`src/hdl/sq_pkg.sv`:
```
// ----------------------------------------------------------------------------
// sq_pkg
// Shared constants and types for the sorted minimum priority queue.
// ----------------------------------------------------------------------------
`default_nettype none

package sq_pkg;

  // queue geometry
  localparam int DEPTH  = 16;
  localparam int DATA_W = 32;
  localparam int CNT_W  = $clog2(DEPTH + 1);
  localparam int OCC_W  = 5;
  localparam int STAT_W = 2;

  // action codes
  localparam logic ACT_PUSH = 1'b0;
  localparam logic ACT_POP  = 1'b1;

  // status codes
  localparam logic [STAT_W-1:0] ST_OK    = 2'd0;
  localparam logic [STAT_W-1:0] ST_FULL  = 2'd1;
  localparam logic [STAT_W-1:0] ST_EMPTY = 2'd2;

  // value returned by a pop on an empty queue
  localparam logic signed [DATA_W-1:0] EMPTY_POP_VALUE = -32'sd5;

  // command broadcast along the cell row
  typedef struct packed {
    logic                     push;
    logic                     pop;
    logic signed [DATA_W-1:0] value;
  } cmd_t;

endpackage : sq_pkg

`default_nettype wire

```
`src/hdl/sq_req_if.sv`:
```
// ----------------------------------------------------------------------------
// sq_req_if
// Request channel: push or pop command with its value.
// ----------------------------------------------------------------------------
`default_nettype none

interface sq_req_if import sq_pkg::*; ();
  logic                     valid;
  logic                     ready;
  logic                     action;
  logic signed [DATA_W-1:0] value;

  modport source (output valid, output action, output value, input ready);
  modport sink   (input valid, input action, input value, output ready);
endinterface : sq_req_if

`default_nettype wire

```
`src/hdl/sq_rsp_if.sv`:
```
// ----------------------------------------------------------------------------
// sq_rsp_if
// Response channel: popped value, status and occupancy.
// ----------------------------------------------------------------------------
`default_nettype none

interface sq_rsp_if import sq_pkg::*; ();
  logic                     valid;
  logic                     ready;
  logic signed [DATA_W-1:0] popped_value;
  logic [STAT_W-1:0]        status;
  logic [OCC_W-1:0]         occupancy;

  modport source (output valid, output popped_value, output status, output occupancy,
                  input ready);
  modport sink   (input valid, input popped_value, input status, input occupancy,
                  output ready);
endinterface : sq_rsp_if

`default_nettype wire

```
`src/hdl/sorted_min_priority_queue.sv`:
```
// ----------------------------------------------------------------------------
// sorted_min_priority_queue
// Bounded minimum priority queue held as a sorted row of compare-and-shift
// cells; the smallest entry sits in the first cell.
// ----------------------------------------------------------------------------
//
//  channel  dir  payload                              handshake
//  req      in   action, value                        valid / ready
//  rsp      out  popped_value, status, occupancy      valid / ready
//
//  One transaction per cycle: every cell compares and shifts in the same
//  cycle, so a request is done as it is taken and its response is registered.
//  A request is taken whenever the response register is empty or being taken.
//  Reset clears the fill count and the response valid; no clearing pass.
//  A stalled response holds the request side until it is taken.
//
`default_nettype none

module sorted_min_priority_queue import sq_pkg::*; (
  input  wire logic clk,
  input  wire logic rst,
  sq_req_if.sink    req,
  sq_rsp_if.source  rsp
);

  logic                     accept;
  logic                     full;
  logic                     empty;
  logic [CNT_W-1:0]         count;
  logic [CNT_W-1:0]         count_next;
  cmd_t                     cmd;
  logic                     rsp_valid;
  logic signed [DATA_W-1:0] popped_value;
  logic [STAT_W-1:0]        status;
  logic [OCC_W-1:0]         occupancy;

  logic signed [DATA_W-1:0] cell_data [DEPTH];
  logic                     cell_lt   [DEPTH];

  // handshake and command decode
  assign req.ready = !rsp_valid || rsp.ready;
  assign accept    = req.valid && req.ready;
  assign full      = (count == CNT_W'(DEPTH));
  assign empty     = (count == '0);

  assign cmd.push  = accept && (req.action == ACT_PUSH) && !full;
  assign cmd.pop   = accept && (req.action == ACT_POP) && !empty;
  assign cmd.value = req.value;

  // row of cells
  for (genvar k = 0; k < DEPTH; k++) begin : g_cell
    logic                     up_lt;
    logic signed [DATA_W-1:0] up_data;
    logic signed [DATA_W-1:0] down_data;

    if (k == 0) begin : g_first
      assign up_lt   = 1'b0;
      assign up_data = req.value;
    end else begin : g_mid
      assign up_lt   = cell_lt[k-1];
      assign up_data = cell_data[k-1];
    end

    if (k == DEPTH - 1) begin : g_last
      assign down_data = cell_data[k];
    end else begin : g_inner
      assign down_data = cell_data[k+1];
    end

    sq_cell u_cell (
      .clk       (clk),
      .cmd       (cmd),
      .head      (1'(k == 0)),
      .live      (CNT_W'(k) < count),
      .up_lt     (up_lt),
      .up_data   (up_data),
      .down_data (down_data),
      .lt        (cell_lt[k]),
      .data      (cell_data[k])
    );
  end

  // fill count
  always_comb begin
    count_next = count;
    if (cmd.push) begin
      count_next = count + CNT_W'(1);
    end else if (cmd.pop) begin
      count_next = count - CNT_W'(1);
    end
  end

  always_ff @(posedge clk) begin
    if (rst) begin
      count <= '0;
    end else begin
      count <= count_next;
    end
  end

  // response register
  always_ff @(posedge clk) begin
    if (rst) begin
      rsp_valid <= 1'b0;
    end else if (accept) begin
      rsp_valid <= 1'b1;
    end else if (rsp.ready) begin
      rsp_valid <= 1'b0;
    end
  end

  always_ff @(posedge clk) begin
    if (accept) begin
      occupancy <= OCC_W'(count_next);
      if (req.action == ACT_PUSH) begin
        popped_value <= '0;
        status       <= full ? ST_FULL : ST_OK;
      end else if (empty) begin
        popped_value <= EMPTY_POP_VALUE;
        status       <= ST_EMPTY;
      end else begin
        popped_value <= cell_data[0];
        status       <= ST_OK;
      end
    end
  end

  assign rsp.valid        = rsp_valid;
  assign rsp.popped_value = popped_value;
  assign rsp.status       = status;
  assign rsp.occupancy    = occupancy;

endmodule : sorted_min_priority_queue

`default_nettype wire

```
`src/hdl/sq_cell.sv`:
```
// ----------------------------------------------------------------------------
// sq_cell
// One slot of the sorted row. Compares the pushed value with its entry and
// either keeps it, takes the new value or takes its upper neighbour's entry;
// on a pop it takes its lower neighbour's entry.
// ----------------------------------------------------------------------------
`default_nettype none

module sq_cell import sq_pkg::*; (
  input  wire logic                     clk,
  input  wire cmd_t                     cmd,
  input  wire logic                     head,       // first slot of the row
  input  wire logic                     live,       // slot holds a queued entry
  input  wire logic                     up_lt,      // upper neighbour stays put
  input  wire logic signed [DATA_W-1:0] up_data,
  input  wire logic signed [DATA_W-1:0] down_data,
  output logic                          lt,
  output logic signed [DATA_W-1:0]      data
);

  // entry is strictly smaller than the pushed value, so it keeps its place
  assign lt = live && (data < cmd.value);

  // shift down on push, shift up on pop
  always_ff @(posedge clk) begin
    if (cmd.push) begin
      if (!lt) begin
        data <= (head || up_lt) ? cmd.value : up_data;
      end
    end else if (cmd.pop) begin
      data <= down_data;
    end
  end

endmodule : sq_cell

`default_nettype wire

```
`src/flat_wrapper.sv`:
```
// flat-port wrapper written by rule: the top's interface ports become plain ports
module sorted_min_priority_queue_flat import sq_pkg::*;
  (clk, rst, req_valid, req_action, req_value, req_ready, rsp_valid, rsp_popped_value, rsp_status, rsp_occupancy, rsp_ready);
  sq_req_if req_i ();
  sq_rsp_if rsp_i ();
  input  wire logic clk;
  input  wire logic rst;
  input wire logic [$bits(req_i.valid)-1:0] req_valid;
  input wire logic [$bits(req_i.action)-1:0] req_action;
  input wire logic [$bits(req_i.value)-1:0] req_value;
  output wire logic [$bits(req_i.ready)-1:0] req_ready;
  output wire logic [$bits(rsp_i.valid)-1:0] rsp_valid;
  output wire logic [$bits(rsp_i.popped_value)-1:0] rsp_popped_value;
  output wire logic [$bits(rsp_i.status)-1:0] rsp_status;
  output wire logic [$bits(rsp_i.occupancy)-1:0] rsp_occupancy;
  input wire logic [$bits(rsp_i.ready)-1:0] rsp_ready;
  assign req_i.valid = req_valid;
  assign req_i.action = req_action;
  assign req_i.value = req_value;
  assign req_ready = req_i.ready;
  assign rsp_valid = rsp_i.valid;
  assign rsp_popped_value = rsp_i.popped_value;
  assign rsp_status = rsp_i.status;
  assign rsp_occupancy = rsp_i.occupancy;
  assign rsp_i.ready = rsp_ready;
  sorted_min_priority_queue u_core (.clk(clk), .rst(rst), .req(req_i), .rsp(rsp_i));
endmodule
```
`config.mk`:
```
export PLATFORM = sky130hd
export DESIGN_NAME = sorted_min_priority_queue_flat
export DESIGN_NICKNAME = d
export VERILOG_FILES = /design/src/hdl/sq_pkg.sv /design/src/hdl/sq_req_if.sv /design/src/hdl/sq_rsp_if.sv /design/src/hdl/sorted_min_priority_queue.sv /design/src/hdl/sq_cell.sv /design/src/flat_wrapper.sv
export SDC_FILE = /design/constraint.sdc
export NUM_CORES = 2
export LEC_CHECK = 0
export BUFFER_PORTS_ARGS = -buffer_cell sky130_fd_sc_hd__buf_2
export CELL_PAD_IN_SITES_DETAIL_PLACEMENT = 0
export CELL_PAD_IN_SITES_GLOBAL_PLACEMENT = 1
export CORE_UTILIZATION = 52
export DETAILED_ROUTE_END_ITERATION = 10
export GPL_TIMING_DRIVEN = 1
export PLACE_DENSITY = 0.89
export SETUP_SLACK_MARGIN = 0.02
export SYNTH_ARGS = -nofsm -noshare
export SYNTH_HDL_FRONTEND = slang
export SYNTH_SLANG_ARGS = --single-unit
```
`constraint.sdc`:
```
create_clock -name clk -period 7.55 [get_ports clk]
set_clock_uncertainty 0.05 [all_clocks]
set_input_delay 1.51 -clock clk [delete_from_list [all_inputs] [get_ports clk]]
set_output_delay 1.51 -clock clk [all_outputs]
set_load 0.02 [all_outputs]
```
==> results.cfg <==
[layout]
fin_nets = 4172
fin_util_pct = 56.8
area_delta_synth_final_pct = 7.87
drive_gt1_share_pct = 7.93
fill_cells = 6255

[power_and_ir_drop]
pwr-share-comb_pct = 22.8
p_switching_mw = 2.92
powerDensity_nw_per_um2 = 225
irDropWorstVdd_mv = 0.170
internal_power_mw = 6.42
seqPwrFrac_pct = 45.7
clockPowerShare_pct = 31.5
power_mw = 9.34
sw_frac_of_total_pct = 31.2
power.leakage_nw = 17.2

[timing]
setup_tns_ns = 0
post-route-period-util_pct = 74.7
worst_hold_slack_ns = 0.484
slew_headroom_pct = 23.3
tightest_slew_ns = 1.15
worst_slack_ns = 1.91
rsz0062_at_grt = false
final-hold-violation-count = 0
min_period_ns = 5.64
finalSetupViolCount = 0
clock.fmax_mhz = 177
slew_violations = 0

[synth]
synth_nets = 4166
synth_cell_types = 69
synth_seq_cells = 557
ys_warn_count = 0
synth_edf_count = 551
async_flop_share_pct = 0
syn_inst = 3630
syn_avg_cell_area_sq_um = 10.6
ys_seq_area_share_pct = 43.2
netlist_area_sq_um = 38600
ys.flop_type = edfxtp_1

[min_path]
hold_class = register to register

[worst_setup_path]
cp_slowest_cell = nor4_1
crit_chain = buf_2 -> inv_1 -> ha_1 -> nand4_1 -> nor4_1 -> o211ai_1 -> a31oi_1 -> o21a_1 -> a211oi_4 -> buf_4 -> o21ai_4 -> buf_4
worstSetupStartpointType = input port
cp-endpoint = u_core.g_cell[2].u_cell.data[4]$_DFFE_PP_
crit_path_frequent_cell = buf_4
critPathBufInv = 4
r2r_slack_ns = 3.22
path_depth = 12
reg2reg_depth = 10
startpoint = req_value[30]
cpPeakStageDelay_ns = 0.73
r2r_start = u_core.g_cell[2].u_cell.data[26]$_DFFE_PP_
worstReg2RegEnd = u_core.g_cell[2].u_cell.data[4]$_DFFE_PP_
cp.arrival_ns = 5.90
crit_required_ns = 7.81
cpLargestDelayFamily = buffers and inverters
end_kind = register
criticalPathCategory = input port to register
critPathMaxFanout = 33

[global_route]
grt_pass1_vias = 27600
grt_remaining_overflow = 0
grt_pass1_wl_um = 157000
track_usage_pct = 26.6
antenna_found_initial = 5
grt_max_degree = 250

[detailed_routing]
totalWireLength_um = 101000
vias_per_cell = 6.14
dr_total_vias = 28500
avgRoutedWirePerCell_um = 21.7
first_iter_violations = 2863
drc_errors = 12
drt-pass1-iter-count = 11
ant_nets = 0

[die]
rows = 99
fp.dieW_um = 274
core_area_sq_um = 73200
die_h_um = 274
dieArea_sq_um = 75200
io_pins = 78
start_util_pct = 52.7

[cts]
hold_buffers = 0
h-tree-depth = 2
clkTransAtPathRegs_ns = 0.07
post_cts_buffers = 0
cts_root_buffer = clkbuf_16
clock_path_buffers = 3
cts_tree = built
insertion_delay_ns = 0.65
ctsResizeCount = 0
numCtsBuffers = 61
clock_sinks = 557

[status]
status = finished, violations left
violations = design-rule violations

[job]
drv_cap = 0

[placement]
dpl.hpwl_um = 74200
dpl_worst_slack_ns = 1.31
numPortBuffers = 77
place.gp.congestion = 0.884
## worst min-delay path, delay by kind of cell (launching register included)
kind | cells | cell delay (ns)
simple gates | 1 | 0.10
compound gates | 1 | 0.08
flops | 1 | 0.31
## cell type report
cell class / instances / area, sq um / area share (%)
multi-input combinational: 2824 / 20700 / 49.7
inverter: 49 / 184 / 0.442
clock buffer: 79 / 1620 / 3.90
antenna: 3 / 7.51 / 0.0180
clock inverter: 28 / 254 / 0.611
sequential: 557 / 16700 / 40.1
timing repair buffer: 143 / 981 / 2.36
tap: 959 / 1200 / 2.88
## worst min-delay path by stage
| stage | startpoint | to | slack, ns | cells after the start |
|---|---|---|---|---|
| floorplan | u_core.g_cell[15].u_cell.data[1]$_DFFE_PP_ | u_core.g_cell[14].u_cell.data[1]$_DFFE_PP_ | 0.48 | 2 |
| global placement | u_core.rsp.valid$_SDFFE_PP0P_ | u_core.rsp.valid$_SDFFE_PP0P_ | 0.47 | 2 |
| detailed placement | u_core.rsp.valid$_SDFFE_PP0P_ | u_core.rsp.valid$_SDFFE_PP0P_ | 0.47 | 2 |
| CTS | u_core.rsp.valid$_SDFFE_PP0P_ | u_core.rsp.valid$_SDFFE_PP0P_ | 0.49 | 2 |
| global route | u_core.rsp.valid$_SDFFE_PP0P_ | u_core.rsp.valid$_SDFFE_PP0P_ | 0.52 | 2 |
| finish | u_core.rsp.valid$_SDFFE_PP0P_ | u_core.rsp.valid$_SDFFE_PP0P_ | 0.48 | 2 |
## state kept, by name, summed over array words and instances, names as in the netlist
name                       flops
u_core.rsp.status              2
u_core.rsp.occupancy           5
u_core.rsp.popped_value       32
u_core.g_cell.u_cell.data    512
u_core.rsp.valid               1
u_core.count                   5
## Yosys cell counts, drive strengths merged (3+ instances only)
| library cell | n | area (sq um) |
|---|---|---|
| a21o | 51 | 383 |
| mux2 | 32 | 360 |
| o2111ai | 4 | 35.0 |
| or2 | 4 | 25.0 |
| or3 | 4 | 25.0 |
| dfxtp | 6 | 120 |
| inv | 49 | 184 |
| nand3 | 41 | 210 |
| o22ai | 3 | 18.8 |
| clkbuf | 139 | 722 |
| nor3 | 27 | 158 |
| ha | 499 | 6240 |
| a21oi | 175 | 887 |
| o21ai | 578 | 2890 |
| a221oi | 19 | 166 |
| edfxtp | 551 | 16500 |
| o21a | 37 | 278 |
| a2111oi | 7 | 61.3 |
| nor2 | 58 | 218 |
| nand2 | 603 | 2260 |
| mux2i | 450 | 4530 |
| nand2b | 16 | 100 |
| o211ai | 24 | 180 |
| and4 | 19 | 166 |
| nor3b | 10 | 80.1 |
| buf | 61 | 492 |
| a211oi | 22 | 178 |
| o31ai | 4 | 57.6 |
| a41oi | 9 | 78.8 |
| nor4 | 9 | 56.3 |
| nor2b | 12 | 75.1 |
| a31oi | 8 | 62.6 |
| nand4 | 64 | 400 |
| or4 | 7 | 52.6 |
| a211o | 4 | 35.0 |
## kinds of logic after synthesis
family,Yosys count,synth area share (%)
simple gates,881,10.1
flops,557,43.2
buf+inv,249,3.62
compound gates,959,14.1
mux,482,12.7
xor+xnor,3,0.0682
fa+ha+maj,499,16.2
## power groups by stage
stage	registers [mW]	clock network (mW)	logic, mW
floorplan	4.21	0	1.56
global placement	4.31	0	2.05
detailed placement	4.31	0	2.12
CTS	4.25	2.97	2.13
global route	4.30	3.07	2.41
finish	4.27	2.94	2.13
## metrics by stage
stage,area [sq um],cells
6_report,41600,4642
5_1_grt,41600,4642
4_1_cts,41600,4639
3_5_place_dp,39700,4532
3_3_place_gp,39700,4532
2_1_floorplan,38600,3630
## per-layer routing
metal	track usage, %	wire, um	vias up	share of wire (%)
li1	-	-	13800	-
met1	37.8	45900	13700	46
met2	42.4	45800	880	46
met3	2.99	6010	136	6.0
met4	8.29	2910	2	2.9
met5	0	13	-	0.013
## placed cells by master, fill, tap and decap left out, types with 8 or more instances in the layout
cell | synthesis | layout
clkbuf_16 | 0 | 61
a21o_1 | 51 | 51
o21a_1 | 37 | 37
o21ai_0 | 443 | 434
mux2_2 | 32 | 32
nor2b_1 | 12 | 12
buf_2 | 18 | 77
clkinv_2 | 0 | 8
clkbuf_1 | 119 | 15
nand4_1 | 64 | 64
ha_1 | 499 | 499
a41oi_1 | 9 | 9
edfxtp_1 | 551 | 551
nor2_1 | 58 | 57
a211oi_1 | 21 | 20
nor4_1 | 9 | 9
mux2i_1 | 445 | 444
clkinv_1 | 0 | 14
buf_4 | 23 | 58
nand3_1 | 40 | 40
a221oi_1 | 19 | 19
a21oi_1 | 174 | 173
buf_12 | 3 | 8
o211ai_1 | 24 | 24
nand2b_1 | 16 | 16
nor3_1 | 25 | 25
inv_1 | 49 | 48
nor3b_1 | 9 | 9
nand2_1 | 603 | 603
o21ai_4 | 0 | 10
o21ai_1 | 135 | 134
and4_1 | 19 | 19
Note: power is estimated with default switching activity, not from simulation.
